## config.mk

```make
export PLATFORM = sky130hd
export DESIGN_NAME = websocket_frame_unmasker_flat
export DESIGN_NICKNAME = d
export VERILOG_FILES = /design/src/hdl/wsu_pkg.sv /design/src/hdl/wsu_if.sv /design/src/hdl/wsu_parser.sv /design/src/hdl/websocket_frame_unmasker.sv /design/src/flat_wrapper.sv
export SDC_FILE = /design/constraint.sdc
export NUM_CORES = 1
export LEC_CHECK = 0
export ABC_CLOCK_PERIOD_IN_PS = 2400
export BUFFER_PORTS_ARGS = -buffer_cell sky130_fd_sc_hd__buf_4
export CAP_MARGIN = 20
export CORE_UTILIZATION = 50
export DETAILED_ROUTE_END_ITERATION = 10
export GPL_ROUTABILITY_DRIVEN = 0
export PLACE_DENSITY = 0.66
export SETUP_SLACK_MARGIN = 0.15
export SYNTH_ARGS = -nofsm -noshare
export SYNTH_HDL_FRONTEND = slang
export SYNTH_SLANG_ARGS = --single-unit
```

## constraint.sdc

```tcl
create_clock -name clk -period 2.4 [get_ports clk]
set_input_delay 0.12 -clock clk [delete_from_list [all_inputs] [get_ports clk]]
set_output_delay 0.12 -clock clk [all_outputs]
set_load 0.01 [all_outputs]
```

## src/hdl/wsu_pkg.sv

```systemverilog
package wsu_pkg;

    // Parser phase codes
    localparam logic [2:0] PH_FIRST = 3'd0;
    localparam logic [2:0] PH_LEN   = 3'd1;
    localparam logic [2:0] PH_EXT   = 3'd2;
    localparam logic [2:0] PH_KEY   = 3'd3;
    localparam logic [2:0] PH_DATA  = 3'd4;
    localparam logic [2:0] PH_OTHER = 3'd5;

    // Header byte values and fields
    localparam logic [7:0] FIN_BIT       = 8'h80;
    localparam logic [3:0] TYPE_TEXT     = 4'd1;
    localparam logic [3:0] TYPE_CLOSE    = 4'd8;
    localparam logic [7:0] FIRST_TEXT    = FIN_BIT | {4'h0, TYPE_TEXT};
    localparam logic [7:0] FIRST_CLOSE   = FIN_BIT | {4'h0, TYPE_CLOSE};
    localparam logic [6:0] LEN_EXT16     = 7'd126;
    localparam logic [6:0] LEN_EXT64     = 7'd127;
    localparam logic [3:0] SKIP_EXT16    = 4'd2;
    localparam logic [3:0] SKIP_EXT64    = 4'd8;
    localparam logic [1:0] KEY_LAST_IDX  = 2'd3;

    // One result word
    typedef struct packed {
        logic [7:0] payload_byte;
        logic       has_byte;
        logic [3:0] frame_type;
        logic       frame_done;
        logic       truncated;
    } wsu_result_t;

endpackage

```

## src/hdl/wsu_if.sv

```systemverilog
interface wsu_in_if;
    logic       valid;
    logic       ready;
    logic [7:0] rx_byte;
    logic       frame_end;

    modport source (output valid, output rx_byte, output frame_end, input ready);
    modport sink   (input valid, input rx_byte, input frame_end, output ready);
endinterface

interface wsu_out_if;
    logic       valid;
    logic       ready;
    logic [7:0] payload_byte;
    logic       has_byte;
    logic [3:0] frame_type;
    logic       frame_done;
    logic       truncated;

    modport source (output valid, output payload_byte, output has_byte, output frame_type,
                    output frame_done, output truncated, input ready);
    modport sink   (input valid, input payload_byte, input has_byte, input frame_type,
                    input frame_done, input truncated, output ready);
endinterface

```

## src/hdl/wsu_parser.sv

```systemverilog
module wsu_parser
    import wsu_pkg::*;
(
    input  logic        clk,
    input  logic        rst_n,
    input  logic [7:0]  in_byte,
    input  logic        in_last,
    input  logic        step,
    output logic        emit,
    output wsu_result_t res
);

    logic [2:0]      phase_reg, phase_next;
    logic [3:0]      skip_reg, skip_next;
    logic [1:0]      kidx_reg, kidx_next;
    logic [3:0]      type_reg, type_next;
    logic [3:0][7:0] key_reg, key_next;
    logic [3:0]      skip_dec;

    // Every frame end and every payload byte gives a result
    assign emit = in_last || (phase_reg == PH_DATA);

    assign skip_dec = (skip_reg != 4'd0) ? skip_reg - 4'd1 : 4'd0;

    // Decode one byte against the current phase
    always_comb
    begin
        phase_next = phase_reg;
        skip_next  = skip_reg;
        kidx_next  = kidx_reg;
        type_next  = type_reg;
        key_next   = key_reg;
        res        = '{payload_byte: 8'h00, has_byte: 1'b0, frame_type: TYPE_TEXT,
                       frame_done: 1'b1, truncated: 1'b1};
        unique case (phase_reg)
            PH_FIRST:
            begin
                if (in_byte == FIRST_TEXT)
                begin
                    type_next  = TYPE_TEXT;
                    phase_next = PH_LEN;
                end
                else
                begin
                    type_next     = (in_byte == FIRST_CLOSE) ? TYPE_CLOSE : in_byte[3:0];
                    res.frame_type = type_next;
                    res.truncated  = 1'b0;
                    phase_next     = PH_OTHER;
                end
            end
            PH_LEN:
            begin
                kidx_next = 2'd0;
                if (in_byte[6:0] == LEN_EXT16)
                begin
                    skip_next  = SKIP_EXT16;
                    phase_next = PH_EXT;
                end
                else if (in_byte[6:0] == LEN_EXT64)
                begin
                    skip_next  = SKIP_EXT64;
                    phase_next = PH_EXT;
                end
                else
                begin
                    skip_next  = 4'd0;
                    phase_next = PH_KEY;
                end
            end
            PH_EXT:
            begin
                skip_next = skip_dec;
                if (skip_dec == 4'd0)
                begin
                    kidx_next  = 2'd0;
                    phase_next = PH_KEY;
                end
            end
            PH_KEY:
            begin
                key_next[kidx_reg] = in_byte;
                if (kidx_reg == KEY_LAST_IDX)
                begin
                    kidx_next     = 2'd0;
                    res.truncated = 1'b0;
                    phase_next    = PH_DATA;
                end
                else
                begin
                    kidx_next = kidx_reg + 2'd1;
                end
            end
            PH_DATA:
            begin
                res.payload_byte = in_byte ^ key_reg[kidx_reg];
                res.has_byte     = 1'b1;
                res.frame_done   = in_last;
                res.truncated    = 1'b0;
                kidx_next        = kidx_reg + 2'd1;
            end
            default:
            begin
                res.frame_type = type_reg;
                res.truncated  = 1'b0;
                phase_next     = PH_OTHER;
            end
        endcase

        // Return to idle on any frame end
        if (in_last)
        begin
            phase_next = PH_FIRST;
            skip_next  = 4'd0;
            kidx_next  = 2'd0;
        end
    end

    // Advance state on each consumed byte
    always_ff @(posedge clk or negedge rst_n)
    begin
        if (!rst_n)
        begin
            phase_reg <= PH_FIRST;
            skip_reg  <= 4'd0;
            kidx_reg  <= 2'd0;
            type_reg  <= 4'd0;
            key_reg   <= '0;
        end
        else if (step)
        begin
            phase_reg <= phase_next;
            skip_reg  <= skip_next;
            kidx_reg  <= kidx_next;
            type_reg  <= type_next;
            key_reg   <= key_next;
        end
    end

endmodule

```

## src/hdl/websocket_frame_unmasker.sv

```systemverilog
// Receive-side WebSocket frame unmasker. Frame bytes enter on rx, one word per byte, with
// frame_end set on the last byte. Text frames (first byte 0x81) have their header, extended
// length and mask key stripped, and each payload byte leaves on result XORed with the key; the
// mask bit and length field are not checked, so the payload runs to frame_end. Other frames
// give a single type word at their end, and a text frame that ends inside its header gives a
// word with truncated set. The block takes one byte per cycle unless a byte that gives a result
// meets a result word still waiting to be taken; a byte passes through the input register and
// then the result register, with the header decode and XOR between them. Bytes that give no
// result keep flowing while a result word waits to be taken.
module websocket_frame_unmasker
    import wsu_pkg::*;
(
    input  logic      clk,
    input  logic      rst_n,
    wsu_in_if.sink    rx,
    wsu_out_if.source result
);

    logic        in_valid_reg;
    logic [7:0]  in_byte_reg;
    logic        in_last_reg;
    logic        out_valid_reg;
    wsu_result_t out_res_reg;

    logic        emit;
    logic        out_free;
    logic        fire;
    wsu_result_t res;

    wsu_parser u_parser (
        .clk     (clk),
        .rst_n   (rst_n),
        .in_byte (in_byte_reg),
        .in_last (in_last_reg),
        .step    (fire),
        .emit    (emit),
        .res     (res)
    );

    // Consume the held byte unless its result has nowhere to go
    assign out_free = !out_valid_reg || result.ready;
    assign fire     = in_valid_reg && (!emit || out_free);
    assign rx.ready = !in_valid_reg || fire;

    // Input register
    always_ff @(posedge clk or negedge rst_n)
    begin
        if (!rst_n)
        begin
            in_valid_reg <= 1'b0;
        end
        else if (rx.ready)
        begin
            in_valid_reg <= rx.valid;
        end
    end

    always_ff @(posedge clk)
    begin
        if (rx.ready && rx.valid)
        begin
            in_byte_reg <= rx.rx_byte;
            in_last_reg <= rx.frame_end;
        end
    end

    // Result register
    always_ff @(posedge clk or negedge rst_n)
    begin
        if (!rst_n)
        begin
            out_valid_reg <= 1'b0;
        end
        else if (fire && emit)
        begin
            out_valid_reg <= 1'b1;
        end
        else if (result.ready)
        begin
            out_valid_reg <= 1'b0;
        end
    end

    always_ff @(posedge clk)
    begin
        if (fire && emit)
        begin
            out_res_reg <= res;
        end
    end

    assign result.valid        = out_valid_reg;
    assign result.payload_byte = out_res_reg.payload_byte;
    assign result.has_byte     = out_res_reg.has_byte;
    assign result.frame_type   = out_res_reg.frame_type;
    assign result.frame_done   = out_res_reg.frame_done;
    assign result.truncated    = out_res_reg.truncated;

endmodule

```

## src/flat_wrapper.sv

```systemverilog
// flat-port wrapper written by rule: the top's interface ports become plain ports
module websocket_frame_unmasker_flat import wsu_pkg::*;
  (clk, rst_n, rx_valid, rx_rx_byte, rx_frame_end, rx_ready, result_valid, result_payload_byte, result_has_byte, result_frame_type, result_frame_done, result_truncated, result_ready);
  wsu_in_if rx_i ();
  wsu_out_if result_i ();
  input  logic clk;
  input  logic rst_n;
  input wire logic [$bits(rx_i.valid)-1:0] rx_valid;
  input wire logic [$bits(rx_i.rx_byte)-1:0] rx_rx_byte;
  input wire logic [$bits(rx_i.frame_end)-1:0] rx_frame_end;
  output wire logic [$bits(rx_i.ready)-1:0] rx_ready;
  output wire logic [$bits(result_i.valid)-1:0] result_valid;
  output wire logic [$bits(result_i.payload_byte)-1:0] result_payload_byte;
  output wire logic [$bits(result_i.has_byte)-1:0] result_has_byte;
  output wire logic [$bits(result_i.frame_type)-1:0] result_frame_type;
  output wire logic [$bits(result_i.frame_done)-1:0] result_frame_done;
  output wire logic [$bits(result_i.truncated)-1:0] result_truncated;
  input wire logic [$bits(result_i.ready)-1:0] result_ready;
  assign rx_i.valid = rx_valid;
  assign rx_i.rx_byte = rx_rx_byte;
  assign rx_i.frame_end = rx_frame_end;
  assign rx_ready = rx_i.ready;
  assign result_valid = result_i.valid;
  assign result_payload_byte = result_i.payload_byte;
  assign result_has_byte = result_i.has_byte;
  assign result_frame_type = result_i.frame_type;
  assign result_frame_done = result_i.frame_done;
  assign result_truncated = result_i.truncated;
  assign result_i.ready = result_ready;
  websocket_frame_unmasker u_core (.clk(clk), .rst_n(rst_n), .rx(rx_i), .result(result_i));
endmodule
```

# ---- After elaboration in Yosys (flattened, before gate mapping)
# Cells that the tools add are included.
dict set report classes {
  eq_ne 12
  n_mux 30
  bitwise 1
  add_sub_neg 2
  n_lt_le_gt_ge 2
  n_reduce_logical 24
}
# operator count
set op_table {}
lappend op_table {{bitwise mux 32 bit} 1}
lappend op_table {{two-way mux 4 bit} 6}
lappend op_table {{binary-select mux 8 bit (select 2 bit)} 1}
lappend op_table {{demux 8 bit (select 2 bit)} 1}
lappend op_table {{equality test 8 bit, second input constant} 2}
lappend op_table {{two-way mux 8 bit} 2}
lappend op_table {{case mux 4 bit (2 select lines)} 2}
lappend op_table {{case mux 3 bit (5 select lines)} 1}
lappend op_table {{equality test 7 bit, second input constant} 2}
lappend op_table {{two-way mux 3 bit} 4}
lappend op_table {{case mux 2 bit (4 select lines)} 1}
lappend op_table {{XOR 8 bit} 1}
lappend op_table {{two-way mux 1 bit} 7}
lappend op_table {{equality test 3 x 2 -> 1 bit, second input constant} 2}
lappend op_table {{two-way mux 2 bit} 3}
lappend op_table {{!= test 3 x 2 -> 1 bit, second input constant} 2}
lappend op_table {{AND reduction 2 bit} 3}
lappend op_table {{nonzero test 5 bit} 1}
lappend op_table {{logical AND 1 bit} 4}
lappend op_table {{logical NOT 4 bit} 1}
lappend op_table {{logical OR 1 bit} 4}
lappend op_table {{AND reduction 4 bit} 1}
lappend op_table {{nonzero test 4 bit} 1}
lappend op_table {{OR reduction 4 bit} 1}
lappend op_table {{15 further kinds} 17}
dict set report word_totals {
  inputBits 13
  word_cells 88
  out_inout_bits 17
  register_bits 71
}

# ---- Depth between registers and ports, before layout
dict set report depth {
  ltp_word 7
  depth_mapped 6
  depth_no_buf 6
}

# ---- By module
# From an unflattened synthesis, not the netlist that was laid out.
dict set report unflattened {
  hier_cells 241
  hier_area_um2 3273.1
}
# module seq_area_each_um2 cells_per_inst instances area_per_inst_um2
set by_module_without_submodules {}
lappend by_module_without_submodules {wsu_parser 1126.1 207 1 2446.1}
lappend by_module_without_submodules {websocket_frame_unmasker 770.7 34 1 827.0}

# ---- Worst setup path after synthesis
# OpenSTA, ideal clock, no wires.
dict set report synth_timing {
  path_kind {register to register}
  from {register u_core.u_parser.phase_reg[2]}
  to {register u_core.out_res_reg (netlist bit u_core.result.frame_done) (enable)}
  required_ns 2.014
  arrival_ns 1.635
  path_slack_ns 0.379
  setup_ns 0.386
  path_buffers 0
  stages_incl_launch_ff 5
  synth_period_minus_slack_ns 2.021
  path_cell_list {dfrtp_1 or3b_1 inv_1 o21ai_1 nor2_1}
}
dict set report synth_between {
  elab_chain_len 6
}
# item line_no
set synth_lines {}
lappend synth_lines {{start, declared} wsu_parser.sv:13} ;# logic [2:0] phase_reg, phase_next;
lappend synth_lines {{start signal, assigned} wsu_parser.sv:131} ;# phase_reg <= phase_next;
lappend synth_lines {{equality test 3 bit (*)} wsu_parser.sv:21} ;# assign emit = in_last || (phase_reg == PH_DATA);
lappend synth_lines {{logical OR 1 bit (*)} wsu_parser.sv:21}
lappend synth_lines {{logical NOT 1 bit} websocket_frame_unmasker.sv:42} ;# assign fire = in_valid_reg && (!emit || out_free);
lappend synth_lines {{logical OR 1 bit} websocket_frame_unmasker.sv:42}
lappend synth_lines {{logical AND 1 bit} websocket_frame_unmasker.sv:42}
lappend synth_lines {{logical AND 1 bit (*)} websocket_frame_unmasker.sv:86} ;# if (fire && emit)
lappend synth_lines {{end signal, assigned} websocket_frame_unmasker.sv:88} ;# out_res_reg <= res;
lappend synth_lines {{end, declared} websocket_frame_unmasker.sv:23} ;# wsu_result_t out_res_reg;
# Every way passes the cells marked *; elsewhere a longest branch is shown, timed or not.
# A chain may end at the register's enable or synchronous reset.

# ---- Final worst setup path
dict set report layout_timing {
  from {register u_core.u_parser.phase_reg[1]}
  to {output port rx_ready}
}
dict set report layout_between {
  elab_chain_len 6
}
# item line_no
set layout_lines {}
lappend layout_lines {{equality test 3 bit} wsu_parser.sv:21}
lappend layout_lines {{logical OR 1 bit} wsu_parser.sv:21}
lappend layout_lines {{logical NOT 1 bit} websocket_frame_unmasker.sv:42}
lappend layout_lines {{logical OR 1 bit} websocket_frame_unmasker.sv:42}
lappend layout_lines {{logical AND 1 bit} websocket_frame_unmasker.sv:42}
lappend layout_lines {{logical OR 1 bit} websocket_frame_unmasker.sv:43} ;# assign rx.ready = !in_valid_reg || fire;
lappend layout_lines {{end, declared} flat_wrapper.sv:11} ;# output wire logic [$bits(rx_i.ready)-1:0] rx_ready;
# No other way between the ends.

==> out/metrics.yaml <==
status: "complete, no violations"
clock_path_buffers: 2
design.die.area_sq_mm: 0.00692
cp_num_cells: 5
antenna_cells: 0
cap_violations: 0
worst-path-buf-inv: 2
drt_iter0_drc: 105
numPortBuffers: 29
critPathKind: "reg -> out"
antenna_left: 0
finalSetupTns_ps: 0
max_clock_freq_mhz: 472
syn_nets: 260
htreeDepth: 3
path_max_fanout: 12
final_layout_size_suffix_gt1_share_pct: 36.9
finalNonFillerCells: 372
fin_crit_ps: 2120
setup_violations: 0
slowest_delay_ps: 490
clock_latency_ps: 340
grt_pass1_vias: 2087
cts-root-buf: "clkbuf_8"
rows: 29
final_common_cell: "dfrtp_1"
finalCritPeriodShare_pct: 88.2
area_delta_synth_final_pct: 19.8
yosysTopAreaCell: "dfrtp_1"
synth_seq_cells: 71
clkTransAtPathRegs_ps: 70
synth_warnings: 0
start_kind: "flop"
dp.cells: 345
syn_area_per_cell_sq_um: 13.6
n_fill_cell: 486
cp_top_family: "simple AND/OR/NAND/NOR gates"
drt_pass1_iterations: 4
arrival_ps: 2000
synthFlopType: "dfrtp_1"
crit_chain: "or3b_1, inv_1, o21ai_1, or2_2, buf_4"
wire_per_inst_um: 17.3
leakagePower_uw: 0.00169
critPathSlowestCell: "dfrtp_1"
gr-total-overflow: 0
cts_buffers: 9
r2r_cells: 6
dpl-instance-area_sq_mm: 0.00362
final_cell_mix: "dfrtp_1, mux2_2, buf_4"
grt_pass1_wl_um: 10800
slew_headroom_pct: 60.2
synth-edff-count: 24
drc: 0
synth.top_cell.area_share_pct: 35.7
hold_violations: 0
hpwl_um: 4330
die_x_um: 83.2
whs_path_depth: 3
min_path_type: "in -> reg"
core_sq_mm: 0.00635
yosysUniqueCellTypes: 46
rsz0062_at_grt: "false"
drv_slew: 0
io_pins: 30
final_area_sq_mm: 0.00395
vias: 2096
skew_ps: 8.33
power_density_mw_per_mm2: 1030
antenna_found_initial: 0
die_h_um: 83.2
clkSinkCount: 71
grt_max_degree: 48
ys_seq_area_share_pct: 57.6
postRouteWirelength_um: 6430
async_flop_share_pct: 66.2
avgViaCountPerCell: 5.63
total_power_uw: 4050
endpoint_kind: "primary output"
finalNetCount: 308
postSynthCellCount: 242
start_util_pct: 51.9
netlist_area_sq_mm: 0.00330
peakVddDrop_uv: 507
r2r_slack_ps: 290
grt.total_usage_pct: 20.9
cp.required_ps: 2280
cts_tree: "built"
synthTopCellsByArea: "dfrtp_1, edfxtp_1, mux2_2, mux4_2, xnor2_1"
largest_reg_flops: 32
tightest_slew_ps: 597
[what timing repair did]
action	in CTS	in global routing
buffers inserted	0	0
resized for setup	0	2
endpoints found under the setup margin	0	2
hold buffers	11	0
endpoints found under the hold margin	57	0
[final timing paths]
check | from | endpoint
max in group asynchronous | rst_n | u_core.u_parser.key_reg[24]$_DFFE_PN0P_
worst max register to register | u_core.u_parser.skip_reg[0]$_DFFE_PN0P_ | u_core.u_parser.kidx_reg[1]$_DFFE_PN0P_
worst min register to register | u_core.u_parser.key_reg[24]$_DFFE_PN0P_ | u_core.u_parser.key_reg[24]$_DFFE_PN0P_
worst max-delay path | u_core.u_parser.phase_reg[1]$_DFFE_PN0P_ | rx_ready
worst min-delay path | result_ready | u_core.result.valid$_DFFE_PN0P_
min in group asynchronous | rst_n | u_core.u_parser.key_reg[1]$_DFFE_PN0P_
[synth_stat cells, types with 2 or more instances]
cell type and count:
dfrtp_1 47, mux2_2 39, edfxtp_1 24, nor2_1 14, inv_1 11, a21oi_1 10, mux4_2 8, xnor2_1 8
clkbuf_1 7, nand2_1 7, ha_1 5, nand2b_1 5, o21ai_0 5, a22o_1 4, buf_2 4, nand2_2 4
nor3_1 4, nor4b_1 3, a2111oi_0 2, and2_1 2, nand3_1 2, nor4_1 2, or2_2 2
[power breakdown]
group | total, uW | leakage [uW] | switching, uW | internal [uW]
combinational | 1250 | 0.000751 | 558 | 696
clock | 970 | 0.0000947 | 459 | 511
sequential | 1820 | 0.000847 | 240 | 1580
total | 4050 | 0.00169 | 1260 | 2790
[worst min-delay path, cell delays in order]
cell      delay (ps)
buf_4             90
nand2b_1         170
nand2_1           90
[per-stage QoR]
step | setup WS [ps] | hold slack (ps) | util (%)
4_1_cts | 208 | 152 | 62.1
2_1_floorplan | 379 | -176 | -
3_3_place_gp | 326 | 172 | 57.1
5_1_grt | 97.1 | 187 | 62.2
6_report | 283 | 171 | 62.2
3_5_place_dp | 229 | 167 | 57.1
[layout make-up]
cell class / instances / area [sq um] / share of cell area, %
clock buffers: 10 / 138 / 3.49
clock inverters: 6 / 70.1 / 1.77
inverters: 11 / 41.3 / 1.05
multi-input cells: 149 / 1320 / 33.4
flip-flops and latches: 71 / 1900 / 48.0
well taps: 77 / 96.3 / 2.44
repair buffers: 48 / 388 / 9.82
[layer usage]
layer	vias to the layer above	global-route usage, %	share of wire [%]
met5	-	0	0
met4	0	10.7	1.6
li1	983	-	-
met2	60	31.5	47
met1	1044	29.4	47
met3	9	3.68	4.5
[cell families after synthesis]
group | after synthesis | synth area share, %
AO/OA/AOI/OAI | 30 | 6.57
XOR/XNOR | 9 | 2.39
adder cells (fa/ha/maj) | 5 | 1.90
buffers and inverters | 22 | 2.66
flip-flops | 71 | 57.6
multiplexers | 48 | 19.1
AND/OR/NAND/NOR | 57 | 9.83
(Power assumes the default switching activity.)
